`config.mk`:
```
export PLATFORM = sky130hd
export DESIGN_NAME = sdf_isqrt
export DESIGN_NICKNAME = d
export VERILOG_FILES = /design/src/hw/rtl/sdf_pkg.sv /design/src/hw/rtl/sdf_isqrt.sv
export SDC_FILE = /design/constraint.sdc
export NUM_CORES = 2
export LEC_CHECK = 0
export BUFFER_PORTS_ARGS = -buffer_cell sky130_fd_sc_hd__buf_2
export CORE_ASPECT_RATIO = 0.8
export CORE_MARGIN = 5
export CORE_UTILIZATION = 60
export DETAILED_ROUTE_END_ITERATION = 10
export GPL_TIMING_DRIVEN = 0
export PLACE_DENSITY = 0.85
export SYNTH_ARGS = -nofsm -noshare
export SYNTH_HDL_FRONTEND = slang
export SYNTH_MEMORY_MAX_BITS = 65536
export SYNTH_SLANG_ARGS = --single-unit
```
`constraint.sdc`:
```
create_clock -name clk -period 9.3 [get_ports clk]
set_clock_uncertainty 0.2 [all_clocks]
set_input_delay 0.465 -clock clk [delete_from_list [all_inputs] [get_ports clk]]
set_output_delay 0.465 -clock clk [all_outputs]
set_load 0.01 [all_outputs]
```
`src/hw/rtl/sdf_pkg.sv`:
```
`timescale 1ns / 1ps
// ----------------------------------------------------------------------------
// sdf_pkg
// Shared widths, register indexes and payload types of the spring force block.
// ----------------------------------------------------------------------------
package sdf_pkg;

	localparam int DATA_W = 32;
	localparam int FRAC_W = 16;
	localparam int CFG_IDX_W = 2;

	localparam logic [CFG_IDX_W-1:0] REG_REST  = 2'd0;
	localparam logic [CFG_IDX_W-1:0] REG_STIFF = 2'd1;
	localparam logic [CFG_IDX_W-1:0] REG_DAMP  = 2'd2;

	typedef struct packed {
		logic signed [DATA_W-1:0] own_pos_x;
		logic signed [DATA_W-1:0] own_pos_y;
		logic signed [DATA_W-1:0] own_pos_z;
		logic signed [DATA_W-1:0] own_vel_x;
		logic signed [DATA_W-1:0] own_vel_y;
		logic signed [DATA_W-1:0] own_vel_z;
		logic signed [DATA_W-1:0] anchor_pos_x;
		logic signed [DATA_W-1:0] anchor_pos_y;
		logic signed [DATA_W-1:0] anchor_pos_z;
		logic signed [DATA_W-1:0] anchor_vel_x;
		logic signed [DATA_W-1:0] anchor_vel_y;
		logic signed [DATA_W-1:0] anchor_vel_z;
	} in_t;

	typedef struct packed {
		logic signed [DATA_W-1:0] force_x;
		logic signed [DATA_W-1:0] force_y;
		logic signed [DATA_W-1:0] force_z;
		logic                     saturated;
	} out_t;

endpackage

```
`src/hw/rtl/sdf_isqrt.sv`:
```
`timescale 1ns / 1ps
// ----------------------------------------------------------------------------
// sdf_isqrt
// Pipelined integer square root, one root bit per register stage.
// ----------------------------------------------------------------------------
module sdf_isqrt import sdf_pkg::*; #(
	parameter int RW = 2 * DATA_W + 2
) (
	input  logic                clk,
	input  logic                en,
	input  logic [RW-1:0]       rad,
	output logic [RW/2-1:0]     root
);

	localparam int NB = RW / 2;

	logic [NB:0]   rem_s [NB];
	logic [NB-1:0] root_s[NB];
	logic [RW-1:0] rad_s [NB];

	for (genvar j = 0; j < NB; j++) begin : g_stage
		logic [NB:0]   rem_p;
		logic [NB-1:0] root_p;
		logic [RW-1:0] rad_p;
		logic [NB+2:0] cur;
		logic [NB+2:0] trial;

		if (j == 0) begin : g_first
			assign rem_p  = '0;
			assign root_p = '0;
			assign rad_p  = rad;
		end else begin : g_next
			assign rem_p  = rem_s[j-1];
			assign root_p = root_s[j-1];
			assign rad_p  = rad_s[j-1];
		end

		assign cur   = {rem_p, rad_p[RW-1 -: 2]};
		assign trial = {1'b0, root_p, 2'b01};

		always_ff @(posedge clk) begin
			if (en) begin
				rad_s[j] <= rad_p << 2;
				if (cur >= trial) begin
					rem_s[j]  <= (NB+1)'(cur - trial);
					root_s[j] <= {root_p[NB-2:0], 1'b1};
				end else begin
					rem_s[j]  <= cur[NB:0];
					root_s[j] <= {root_p[NB-2:0], 1'b0};
				end
			end
		end
	end

	assign root = root_s[NB-1];

endmodule

```
# Word-level counts from Yosys, hierarchy flattened
# Memory sizes are Yosys's and may differ from the RTL's.
# Index checks and enable logic that the tools add are counted.
[op_classes] n_mux=266 addsub=33 order_cmp=33 bitwise=66
[ops] cell="greater-or-equal comparator 36 x 35 -> 1 bit" n=32
[ops] cell="two-way mux 34 bit" n=33
[ops] cell="two-way mux 33 bit" n=33
[ops] cell="subtractor 34 bit" n=32
[ops] cell="two-way mux 1 bit" n=200
[ops] cell="bitwise OR 1 bit" n=66
[ops] cell="subtractor 2 x 1 -> 3 bit (second input constant)" n=1
[ops] cell="greater-or-equal comparator 2 x 1 -> 1 bit (second input constant)" n=1
[word_totals] input_bits=68 register_bits=0 out_inout_bits=33 memories=3 ramBits=4323 word_cells=401
[memory_table] memory="rad_s" words=33 width=64 read_ports=32 rd_ports_with_merged_regs=0 wr=33 line="sdf_isqrt.sv:19" source="logic [RW-1:0] rad_s [NB];"
[memory_table] memory="rem_s" words=33 width=34 read_ports=32 rd_ports_with_merged_regs=0 wr=33 line="sdf_isqrt.sv:17" source="logic [NB:0] rem_s [NB];"
[memory_table] memory="root_s" words=33 width=33 read_ports=33 rd_ports_with_merged_regs=0 wr=33 line="sdf_isqrt.sv:18" source="logic [NB-1:0] root_s[NB];"

# Longest topological paths before layout
# An unclocked memory read counts as a cell.
[depth] ltp_word=6 depth_mapped=15 mapped_depth_nobuf=14

# Least setup slack after synthesis
# Ideal clock, no wire load.
[synth_path] kind="input to register" startpoint="in en" endpoint="mem rem_s[27][0] in the netlist's numbering (enable)" required_ps=8658 stages=5 path_buffers=5 path_slack_ps=5454 arrival_ps=3204 setup_time_ps=442 path_cell_list="clkbuf_1 clkbuf_1 clkbuf_1 clkbuf_1 clkbuf_1"
[synth_lines] item="start: declaration" line="sdf_isqrt.sv:10" source="input logic en,"
[synth_lines] item="end: declaration" line="sdf_isqrt.sv:17"

==> results.py <==
metrics = {
    "outcome": {
        "status": "complete, but fails checks",
        "failed_checks": "max-capacitance violations",
    },
    "synth": {
        "synth_edf_count": 2653,
        "async_flop_share_pct": 0,
        "syn_inst": 9536,
        "ys_ff_latch": 2654,
        "synthDistinctLibCells": 93,
        "yosysWarnings": 0,
        "synth.cell_area_um2": 123000,
        "synth_area_per_cell_um2": 12.9,
        "synthFlopType": "edfxtp_1",
        "syn_nets": 10200,
        "yosysSeqAreaShare_pct": 64.7,
    },
    "floorplan": {
        "io_pins": 101,
        "die-area_um2": 214000,
        "fp.dieH_um": 415,
        "start_util_pct": 60.4,
        "design.core.area_um2": 204000,
        "die_x_um": 516,
        "rows": 148,
    },
    "drt": {
        "highest_layer": "met4",
        "drtIter0Drc": 7555,
        "wl_met3_mm": 17.3,
        "routed-wl-met2_mm": 124,
        "dr.pass1.iters": 6,
        "wl_per_cell_um": 20.7,
        "drc": 0,
        "ant_nets": 0,
        "wirelength_met1_mm": 117,
        "avgViaCountPerCell": 5.92,
        "num_vias": 76500,
        "drt_wl_total_mm": 267,
    },
    "global_routing": {
        "antenna_found_initial": 8,
        "grt_pass1_wl_mm": 416,
        "grt_pass1_vias": 74800,
        "grt_overflow": 0,
        "grt_max_degree": 142,
        "grt_usage_pct": 24.5,
    },
    "timing": {
        "fin_crit_sh_pct": 82.8,
        "setup_viol": 0,
        "drv_slew": 0,
        "fin_crit_ns": 7.70,
        "hold_viol": 0,
        "tns_ns": 0,
        "fin_ws_ns": 1.60,
        "worst_pin_slew_ns": 1.49,
        "max_freq_ghz": 0.130,
        "rsz0062_at_grt": "no",
        "holdWs_ns": 0.0721,
        "slew_headroom_pct": 0.484,
    },
    "clock_network": {
        "cts_sinks": 2654,
        "cts_tree": "yes",
        "ctsResizeCount": 0,
        "htreeDepth": 5,
        "cts_buffer_depth": 4,
        "clkLatencyLatePin_ns": 0.94,
        "hold_buffers": 74,
        "cts_made_buffers": 275,
        "path_clk_slew_ns": 0.07,
        "root_buffer": "clkbuf_16",
        "post_cts_buffers": 0,
    },
    "final_layout": {
        "final_net_count": 10700,
        "synthToLayoutAreaGrowth_pct": 11.2,
        "fin_area_um2": 137000,
        "layout-drive-gt1-share_pct": 7.02,
        "post-route-util_pct": 67.2,
    },
    "placed_design": {
        "dp_slack_ns": 1.37,
        "dp_hpwl_mm": 191,
        "numPortBuffers": 100,
        "place_congestion": 0.944,
        "placed_area_um2": 128000,
    },
    "power_and_ir_drop": {
        "leakage_uw": 0.0522,
        "power_density_nw_per_um2": 245,
        "peakVddDrop_mv": 0.211,
    },
    "hold_path": {
        "hold_path_class": "in2reg",
    },
    "setup_path": {
        "cp-start-kind": "input port",
        "crit_fanout": 141,
        "critPathKind": "in2reg",
        "arrival_ns": 7.98,
        "cp-end-kind": "register",
        "cp.required_ns": 9.58,
    },
    "flow_run": {
        "maxCapViolations": 1,
    },
}
-- critical path: stages --
cell and delay, ns:
dlygate4sd3_1 0.56, buf_8 0.33, buf_16 0.49, buf_16 0.48, buf_16 0.52, clkbuf_2 0.64, clkbuf_1 1.15, clkbuf_1 0.80
clkbuf_1 1.12, clkbuf_2 0.95
-- through the flow --
stage	total power [µW]	std cells
after floorplan	21000	9536
after global routing	35200	12900
after detailed placement	23100	12400
after global placement	23100	12300
final	33600	12900
after CTS	33700	12900
-- report_power, final --
group / total [µW] / leakage [µW] / switching [µW] / internal [µW]
Clock: 10500 / 0.00415 / 4440 / 6090
Sequential: 16200 / 0.0256 / 1030 / 15100
Combinational: 6900 / 0.0225 / 4090 / 2810
Total: 33600 / 0.0522 / 9550 / 24000
-- cell usage in the layout (no fill, tap or decap), types with 40 or more instances in the layout --
master	n
nand2b_1	123
nand2_1	794
nor2_1	470
o21a_1	67
nand3_1	149
and2_1	55
mux2_2	63
a31oi_1	43
and3_1	54
nand4_1	105
o31ai_1	54
xor2_1	452
or2_2	60
edfxtp_1	2653
o21ai_0	646
o211ai_1	40
a21oi_1	490
nor3_1	240
a21o_1	236
or3_1	110
o21bai_1	47
nor2b_1	95
clkbuf_16	282
ha_1	597
buf_2	115
clkbuf_1	174
dlygate4sd3_1	74
xnor2_1	424
a211oi_1	48
nor4_1	114
clkinv_1	54
inv_1	731
clkinv_2	48
or4_1	40
-- path summary, 6_finish.rpt --
check | from | to | slack (ns) | depth (start not counted)
worst max-delay path | en | rem_s[7][28] | 1.60 | 10
worst min-delay path | rad[42] | rad_s[0][42] | 0.07 | 2
worst max register to register | root_s[25][0] | rem_s[26][14] | 3.85 | 12
worst min register to register | rad_s[0][1141] | rad_s[0][1207] | 0.20 | 0
-- registers in the layout, indices dropped and copies added (netlist names) --
name	cells
rad_s	1056
rem_s	1037
root_s	561
-- cell type report --
type                    count  area (µm²)
fillers                 14100       66700
diodes                      2        5.00
clock buffers             318        7190
flip-flops and latches   2654       79700
clock inverters           149        1290
repair buffers            204        1910
well taps                2700        3380
inverters                 733        2750
plain buffers             199         817
multi-input cells        5950       39900
-- cell families after synthesis --
family | Yosys count | synth area share [%]
flops | 2654 | 64.7
fa+ha+maj | 597 | 6.07
buf+inv | 932 | 2.86
xor+xnor | 876 | 6.23
mux | 78 | 0.698
simple gates | 2522 | 10.1
compound gates | 1877 | 9.30
-- Yosys cell counts, drive strengths merged, types with 41 or more instances --
library cell / number / share of area, %
and2: 56 / 0.28
o211ai: 41 / 0.25
nor2: 471 / 1.4
nor4: 114 / 0.58
a31oi: 43 / 0.22
ha: 597 / 6.1
nand2b: 123 / 0.62
xnor2: 424 / 3.0
edfxtp: 2653 / 65
xor2: 452 / 3.2
or3: 111 / 0.57
o21a: 67 / 0.41
or2: 62 / 0.32
nor3: 242 / 0.99
nand4: 105 / 0.53
a21o: 236 / 1.4
and3: 54 / 0.27
o21bai: 47 / 0.29
o31ai: 55 / 0.34
nand2: 795 / 2.4
nor2b: 95 / 0.48
clkbuf: 172 / 0.52
inv: 733 / 2.2
nand3: 149 / 0.61
a211oi: 48 / 0.29
mux2: 63 / 0.58
a21oi: 490 / 2.0
o21ai: 651 / 2.6
-- per-layer routing --
metal,GRT usage [%],vias up
met4,6.75,0
met3,3.73,525
met2,39.2,2627
met5,0,-
met1,35.4,37200
li1,-,36100
No activity file was read; power rests on OpenSTA's default activity.
