[src/hw/rtl/sdf_pkg.sv]
`timescale 1ns / 1ps
// ----------------------------------------------------------------------------
// sdf_pkg
// Shared widths, register indexes and payload types of the spring force block.
// ----------------------------------------------------------------------------
package sdf_pkg;

	localparam int DATA_W = 32;
	localparam int FRAC_W = 16;
	localparam int CFG_IDX_W = 2;

	localparam logic [CFG_IDX_W-1:0] REG_REST  = 2'd0;
	localparam logic [CFG_IDX_W-1:0] REG_STIFF = 2'd1;
	localparam logic [CFG_IDX_W-1:0] REG_DAMP  = 2'd2;

	typedef struct packed {
		logic signed [DATA_W-1:0] own_pos_x;
		logic signed [DATA_W-1:0] own_pos_y;
		logic signed [DATA_W-1:0] own_pos_z;
		logic signed [DATA_W-1:0] own_vel_x;
		logic signed [DATA_W-1:0] own_vel_y;
		logic signed [DATA_W-1:0] own_vel_z;
		logic signed [DATA_W-1:0] anchor_pos_x;
		logic signed [DATA_W-1:0] anchor_pos_y;
		logic signed [DATA_W-1:0] anchor_pos_z;
		logic signed [DATA_W-1:0] anchor_vel_x;
		logic signed [DATA_W-1:0] anchor_vel_y;
		logic signed [DATA_W-1:0] anchor_vel_z;
	} in_t;

	typedef struct packed {
		logic signed [DATA_W-1:0] force_x;
		logic signed [DATA_W-1:0] force_y;
		logic signed [DATA_W-1:0] force_z;
		logic                     saturated;
	} out_t;

endpackage

[src/hw/rtl/sdf_div.sv]
`timescale 1ns / 1ps
// ----------------------------------------------------------------------------
// sdf_div
// Pipelined restoring divider for (num << (QB-1)) / den, num not above den.
// ----------------------------------------------------------------------------
module sdf_div import sdf_pkg::*; #(
	parameter int NW = DATA_W + 1,
	parameter int QB = FRAC_W + 1
) (
	input  logic          clk,
	input  logic          en,
	input  logic [NW-1:0] num,
	input  logic [NW-1:0] den,
	output logic [QB-1:0] quo
);

	logic [NW-1:0] r_s  [QB];
	logic [NW-1:0] den_s[QB];
	logic [QB-1:0] q_s  [QB];

	for (genvar k = 0; k < QB; k++) begin : g_stage
		logic [NW:0]   t;
		logic [NW-1:0] d_p;
		logic [QB-1:0] q_p;

		if (k == 0) begin : g_first
			assign t   = {1'b0, num};
			assign d_p = den;
			assign q_p = '0;
		end else begin : g_next
			assign t   = {r_s[k-1], 1'b0};
			assign d_p = den_s[k-1];
			assign q_p = q_s[k-1];
		end

		always_ff @(posedge clk) begin
			if (en) begin
				den_s[k] <= d_p;
				if (t >= {1'b0, d_p}) begin
					r_s[k] <= NW'(t - {1'b0, d_p});
					q_s[k] <= {q_p[QB-2:0], 1'b1};
				end else begin
					r_s[k] <= t[NW-1:0];
					q_s[k] <= {q_p[QB-2:0], 1'b0};
				end
			end
		end
	end

	assign quo = q_s[QB-1];

endmodule

[config.mk]
export PLATFORM = sky130hd
export DESIGN_NAME = sdf_div
export DESIGN_NICKNAME = d
export VERILOG_FILES = /design/src/hw/rtl/sdf_pkg.sv /design/src/hw/rtl/sdf_div.sv
export SDC_FILE = /design/constraint.sdc
export NUM_CORES = 2
export LEC_CHECK = 0
export BUFFER_PORTS_ARGS = -buffer_cell sky130_fd_sc_hd__buf_2
export CAP_MARGIN = 0
export CORE_UTILIZATION = 40
export DETAILED_ROUTE_END_ITERATION = 10
export GPL_ROUTABILITY_DRIVEN = 0
export PLACE_DENSITY = 0.55
export SLEW_MARGIN = 10
export SYNTH_ARGS = -nofsm -noshare
export SYNTH_HDL_FRONTEND = slang
export SYNTH_SLANG_ARGS = --single-unit
[constraint.sdc]
create_clock -name clk -period 4.68 [get_ports clk]
set_input_delay 1.404 -clock clk [delete_from_list [all_inputs] [get_ports clk]]
set_output_delay 1.404 -clock clk [all_outputs]
set_load 0.03 [all_outputs]
; Yosys cells after proc, flatten, opt, wreduce, memory -nomap -nowiden
; Memory sizes are Yosys's and may differ from the RTL's.
; Cells that the tools add are included.
[classes]
n_addsub = 17
magnitude_cmp = 17
n_mux = 138
bitwise_logic = 34
[ops]
columns = cell, count
row1 = 33-bit 2-to-1 mux, 17
row2 = 33-bit subtractor, 17
row3 = 34-bit by 33-bit greater-or-equal comparator with 1-bit output, 16
row4 = 17-bit 2-to-1 mux, 17
row5 = 1-bit 2-to-1 mux, 104
row6 = 1-bit OR, 34
row7 = 33-bit greater-or-equal comparator, 1
[word_totals]
reg_bits = 0
mem_bits_rw = 1411
input_bits = 68
wordCells = 209
n_memories = 3
[memory_table]
columns = memory, words, word_bits, read_ports, rd_ports_with_merged_regs, write_ports, line
row1 = den_s, 17, 33, 16, 0, 17, sdf_div.sv:18  ; logic [NW-1:0] den_s[QB];
row2 = r_s, 17, 33, 16, 0, 17, sdf_div.sv:17  ; logic [NW-1:0] r_s [QB];
row3 = q_s, 17, 17, 17, 0, 17, sdf_div.sv:19  ; logic [QB-1:0] q_s [QB];

; Longest topological paths before layout
; An unclocked memory read counts as a cell.
[depth]
ltp_word = 6
depth_mapped = 16

; Least setup slack after synthesis
; OpenSTA, ideal clock, no wires.
[synth_path]
path_kind = input-to-reg
from = in den[10]
to = mem r_s[0][11] in the netlist's numbering, data pin
setup_time_ps = 260
t_arrival_ps = 3849
required_ps = 4420
setup_slack_ps = 571
cell_stages = 13
path_buffers = 1
cell_sequence = inv_1 -> ha_1 -> nand3_1 -> nor2_1 -> nand3_1 -> a211oi_1 -> nor4_2 -> o31a_1 -> o21ai_1 -> a21o_1 -> a41o_1 -> buf_2 -> mux2_2
[synth_rtl]
columns = item, line
row1 = "start, declared", sdf_div.sv:13  ; input logic [NW-1:0] den,
row2 = "end, declared", sdf_div.sv:17

==> run_summary.xml <==
<?xml version="1.0" encoding="UTF-8"?>
<metrics>
  <group name="outcome">
    <metric name="failing_checks" unit="">DRC</metric>
    <metric name="outcome" unit="">finished, violations left</metric>
  </group>
  <group name="drt">
    <metric name="wirelength" unit="µm">150000</metric>
    <metric name="drcViolationCount" unit="">1</metric>
    <metric name="route.vias.total" unit="">47500</metric>
    <metric name="dr.max_layer_used" unit="">met4</metric>
    <metric name="wl_per_cell" unit="µm">16.5</metric>
    <metric name="drt_pre_antenna_iters" unit="">10</metric>
    <metric name="wirelength_met1" unit="µm">54600</metric>
    <metric name="detail_route.vias_per_cell" unit="">5.22</metric>
    <metric name="drtAntennaViolNets" unit="">0</metric>
    <metric name="drt_iter0_drc" unit="">2243</metric>
    <metric name="detailroute.wirelength.met3" unit="µm">4410</metric>
    <metric name="route.met2.wl" unit="µm">81200</metric>
  </group>
  <group name="clock_network">
    <metric name="cts.reportedPaths.clkPinSlew" unit="ns">0.06</metric>
    <metric name="numCtsBuffers" unit="">142</metric>
    <metric name="cts_htree_levels" unit="">4</metric>
    <metric name="clock_path_buffers" unit="">3</metric>
    <metric name="clock_latency_reported_for_the_late_side_of_the_worst_skew_pair" unit="ns">0.77</metric>
    <metric name="tritoncts_num_sinks" unit="">1209</metric>
    <metric name="root_driver" unit="">sky130_fd_sc_hd__clkbuf_16</metric>
    <metric name="post_cts.repair.setup_buffers" unit="">0</metric>
    <metric name="cts_tree" unit="">yes</metric>
    <metric name="cts_hold_buffers" unit="">0</metric>
    <metric name="post_cts_resize_count" unit="">0</metric>
  </group>
  <group name="layout">
    <metric name="net_total_in_the_final_layout" unit="">7298</metric>
    <metric name="utilization" unit="">0.449</metric>
    <metric name="antennaDiodeCount" unit="">0</metric>
    <metric name="post_layout_nonfiller_instances" unit="">9102</metric>
    <metric name="post_route_cells_drive_above_1_share" unit="">0.0933</metric>
    <metric name="fin_area" unit="µm²">79300</metric>
    <metric name="area.growth.synth_to_final" unit="%">11.2</metric>
  </group>
  <group name="place">
    <metric name="place_hpwl" unit="µm">115000</metric>
    <metric name="pre_cts_slack" unit="ns">-0.222</metric>
    <metric name="io_buffer_count" unit="">84</metric>
    <metric name="placed_cells" unit="">8850</metric>
    <metric name="detailed_place.area" unit="µm²">75000</metric>
  </group>
  <group name="logic_synthesis">
    <metric name="syn-num-nets" unit="">7135</metric>
    <metric name="yosys_warnings" unit="">0</metric>
    <metric name="synth_async_sr_flop_share" unit="">0</metric>
    <metric name="syn-cell-area" unit="µm²">71300</metric>
    <metric name="postSynthAreaPerCell" unit="µm²">11.0</metric>
    <metric name="yosysSeqAreaShare" unit="">0.509</metric>
    <metric name="yosys_most_used_dff" unit="">sky130_fd_sc_hd__edfxtp_1</metric>
    <metric name="post_synth_inst_count" unit="">6491</metric>
    <metric name="synth-seq-cells" unit="">1209</metric>
    <metric name="yosysUniqueCellTypes" unit="">106</metric>
    <metric name="synth-edff-count" unit="">1208</metric>
  </group>
  <group name="critical_path">
    <metric name="critical_path_peak_fanout" unit="">3</metric>
    <metric name="crit_path_start_kind" unit="">input pin</metric>
    <metric name="worst-endpoint-arrival" unit="ns">4.70</metric>
    <metric name="path_class" unit="">in2reg</metric>
    <metric name="cp-end-kind" unit="">flop</metric>
    <metric name="cp_data_required_time" unit="ns">5.20</metric>
  </group>
  <group name="sta">
    <metric name="rsz0062_at_grt" unit="">no</metric>
    <metric name="clock_skew" unit="ns">0.0182</metric>
    <metric name="final_critical_path_setup_slack" unit="ns">0.493</metric>
    <metric name="min_period_over_period" unit="">0.895</metric>
    <metric name="finalSetupTns" unit="ns">0</metric>
    <metric name="whs" unit="ns">0.412</metric>
    <metric name="report.final.hold_viol_count" unit="">0</metric>
    <metric name="fmax" unit="GHz">0.239</metric>
    <metric name="report.final.slew_viol_count" unit="">0</metric>
    <metric name="slew_headroom" unit="">0.292</metric>
    <metric name="worst_pin_slew" unit="ns">1.06</metric>
    <metric name="min_cycle_time_layout" unit="ns">4.19</metric>
    <metric name="finalSetupViolations" unit="">0</metric>
  </group>
  <group name="power_and_ir_drop">
    <metric name="p_clk_frac" unit="">0.202</metric>
    <metric name="comb_power_share" unit="">0.453</metric>
    <metric name="power.total" unit="mW">50.7</metric>
    <metric name="leakage_dissipation" unit="nW">32.4</metric>
    <metric name="total_switching_power" unit="mW">18.4</metric>
    <metric name="worst_ir_drop_vdd" unit="V">0.000390</metric>
    <metric name="netSwitchingFraction" unit="">0.362</metric>
    <metric name="p_int" unit="mW">32.3</metric>
    <metric name="p_per_area" unit="nW/µm²">640</metric>
    <metric name="sequentialPowerShare" unit="">0.344</metric>
  </group>
  <group name="flow_run">
    <metric name="maxCapViolations" unit="">0</metric>
  </group>
  <group name="global_route">
    <metric name="wire_length_of_the_first_global_routing_pass" unit="µm">240000</metric>
    <metric name="grt_pass1_vias" unit="">48900</metric>
    <metric name="antenna_violations_before_repair" unit="">1</metric>
    <metric name="global_route.usage.total" unit="">0.165</metric>
    <metric name="grt_start_max_net_pins" unit="">173</metric>
    <metric name="grt.overflow.total" unit="">0</metric>
  </group>
  <group name="floorplan">
    <metric name="die_w" unit="µm">424</metric>
    <metric name="die_extent_in_y" unit="µm">424</metric>
    <metric name="start_util" unit="">0.404</metric>
    <metric name="fp.dieArea" unit="µm²">180000</metric>
    <metric name="floorplan.rows" unit="">154</metric>
    <metric name="placeableCoreArea" unit="µm²">176000</metric>
    <metric name="count_of_boundary_i_o_pins" unit="">85</metric>
  </group>
  <group name="worst_hold_path">
    <metric name="timing.hold.worst.class" unit="">reg2reg</metric>
  </group>
</metrics>
[worst paths after layout]
kind                                  from          to  slack, ns  cells past startpoint
worst max-delay path                num[0]  r_s[0][32]       0.49                     16
worst min-delay path             q_s[3][3]   q_s[4][4]       0.41                      0
worst max register to register  r_s[13][1]  r_s[14][9]       0.49                     12
worst min register to register   q_s[3][3]   q_s[4][4]       0.41                      0
[worst max-delay path: stages]
cell,delay (ns)
sky130_fd_sc_hd__buf_2,0.09
sky130_fd_sc_hd__inv_1,0.04
sky130_fd_sc_hd__ha_1,0.21
sky130_fd_sc_hd__fa_1,0.41
sky130_fd_sc_hd__nor2b_1,0.15
sky130_fd_sc_hd__o21a_1,0.14
sky130_fd_sc_hd__o21ai_0,0.11
sky130_fd_sc_hd__a21oi_1,0.23
sky130_fd_sc_hd__o21ai_0,0.18
sky130_fd_sc_hd__o311ai_0,0.56
sky130_fd_sc_hd__buf_4,0.20
sky130_fd_sc_hd__a21oi_1,0.16
sky130_fd_sc_hd__buf_4,0.19
sky130_fd_sc_hd__o41ai_1,0.37
sky130_fd_sc_hd__xnor2_1,0.18
sky130_fd_sc_hd__a21oi_1,0.08
[state kept, by name, indices dropped and copies added (netlist names)]
register / flops
den_s: 528
r_s: 528
q_s: 153
[power by group through the flow]
stage | clock (mW) | sequential (mW) | combinational [mW]
after floorplan | 0 | 17.1 | 18.0
after global placement | 0 | 17.6 | 22.4
after detailed placement | 0 | 17.6 | 22.8
after CTS | 10.6 | 17.4 | 22.9
after global routing | 11.0 | 17.7 | 25.5
final | 10.3 | 17.4 | 23.0
[routing by layer]
| metal | track usage | up-vias |
|---|---|---|
| li1 | - | 24000 |
| met2 | 0.328 | 960 |
| met5 | 0 | - |
| met1 | 0.153 | 22100 |
| met3 | 0.0246 | 461 |
| met4 | 0.107 | 0 |
[synthesized netlist by cell type, types with 53 or more instances]
cell,number,area share
sky130_fd_sc_hd__o21bai_1,67,0.0071
sky130_fd_sc_hd__nand2_1,433,0.023
sky130_fd_sc_hd__ha_1,560,0.098
sky130_fd_sc_hd__a21oi_1,527,0.037
sky130_fd_sc_hd__nand4_1,84,0.0074
sky130_fd_sc_hd__nand2b_1,96,0.0084
sky130_fd_sc_hd__xnor2_1,266,0.033
sky130_fd_sc_hd__xor2_1,173,0.021
sky130_fd_sc_hd__nor2_1,361,0.019
sky130_fd_sc_hd__edfxtp_1,1208,0.51
sky130_fd_sc_hd__a21o_1,257,0.027
sky130_fd_sc_hd__nand3_1,90,0.0063
sky130_fd_sc_hd__clkbuf_1,104,0.0055
sky130_fd_sc_hd__nor3_1,78,0.0055
sky130_fd_sc_hd__mux2_2,147,0.023
sky130_fd_sc_hd__and2_1,53,0.0047
sky130_fd_sc_hd__o21a_1,76,0.0080
sky130_fd_sc_hd__nor2b_1,85,0.0075
sky130_fd_sc_hd__inv_1,699,0.037
sky130_fd_sc_hd__o21ai_0,458,0.032
[placed cells by master (no fill, tap or decap), types with 21 or more instances in the layout]
| cell | n |
|---|---|
| sky130_fd_sc_hd__edfxtp_1 | 1208 |
| sky130_fd_sc_hd__inv_1 | 699 |
| sky130_fd_sc_hd__ha_1 | 560 |
| sky130_fd_sc_hd__a21oi_1 | 527 |
| sky130_fd_sc_hd__o21ai_0 | 458 |
| sky130_fd_sc_hd__nand2_1 | 433 |
| sky130_fd_sc_hd__nor2_1 | 361 |
| sky130_fd_sc_hd__xnor2_1 | 266 |
| sky130_fd_sc_hd__a21o_1 | 256 |
| sky130_fd_sc_hd__xor2_1 | 173 |
| sky130_fd_sc_hd__mux2_2 | 147 |
| sky130_fd_sc_hd__clkbuf_16 | 144 |
| sky130_fd_sc_hd__nand2b_1 | 96 |
| sky130_fd_sc_hd__nand3_1 | 89 |
| sky130_fd_sc_hd__nor2b_1 | 85 |
| sky130_fd_sc_hd__nand4_1 | 84 |
| sky130_fd_sc_hd__buf_2 | 83 |
| sky130_fd_sc_hd__buf_4 | 79 |
| sky130_fd_sc_hd__nor3_1 | 78 |
| sky130_fd_sc_hd__o21a_1 | 76 |
| sky130_fd_sc_hd__o21bai_1 | 67 |
| sky130_fd_sc_hd__and2_1 | 53 |
| sky130_fd_sc_hd__a31oi_1 | 48 |
| sky130_fd_sc_hd__a211oi_1 | 44 |
| sky130_fd_sc_hd__and3_1 | 43 |
| sky130_fd_sc_hd__o31ai_1 | 42 |
| sky130_fd_sc_hd__clkbuf_1 | 33 |
| sky130_fd_sc_hd__clkinv_1 | 33 |
| sky130_fd_sc_hd__mux2_4 | 27 |
| sky130_fd_sc_hd__o211ai_1 | 25 |
| sky130_fd_sc_hd__or2_2 | 23 |
| sky130_fd_sc_hd__o31a_1 | 22 |
| sky130_fd_sc_hd__buf_12 | 21 |
[final cells by class]
| type | instances | area (µm²) |
|---|---|---|
| clock buffer | 177 | 3730 |
| clock inverter | 75 | 577 |
| timing repair buffer | 183 | 1430 |
| sequential | 1209 | 36300 |
| fill | 16200 | 97200 |
| multi-input combinational | 4418 | 31700 |
| inverter | 700 | 2630 |
| tap | 2340 | 2930 |
[cell families after synthesis]
family,after synthesis,synth area share
AO/OA/AOI/OAI,1772,0.157
adder cells (fa/ha/maj),576,0.103
flip-flops,1209,0.509
XOR/XNOR,439,0.0540
buffers and inverters,864,0.0474
AND/OR/NAND/NOR,1432,0.0965
multiplexers,199,0.0327
Power figures use the tool's default switching activity.
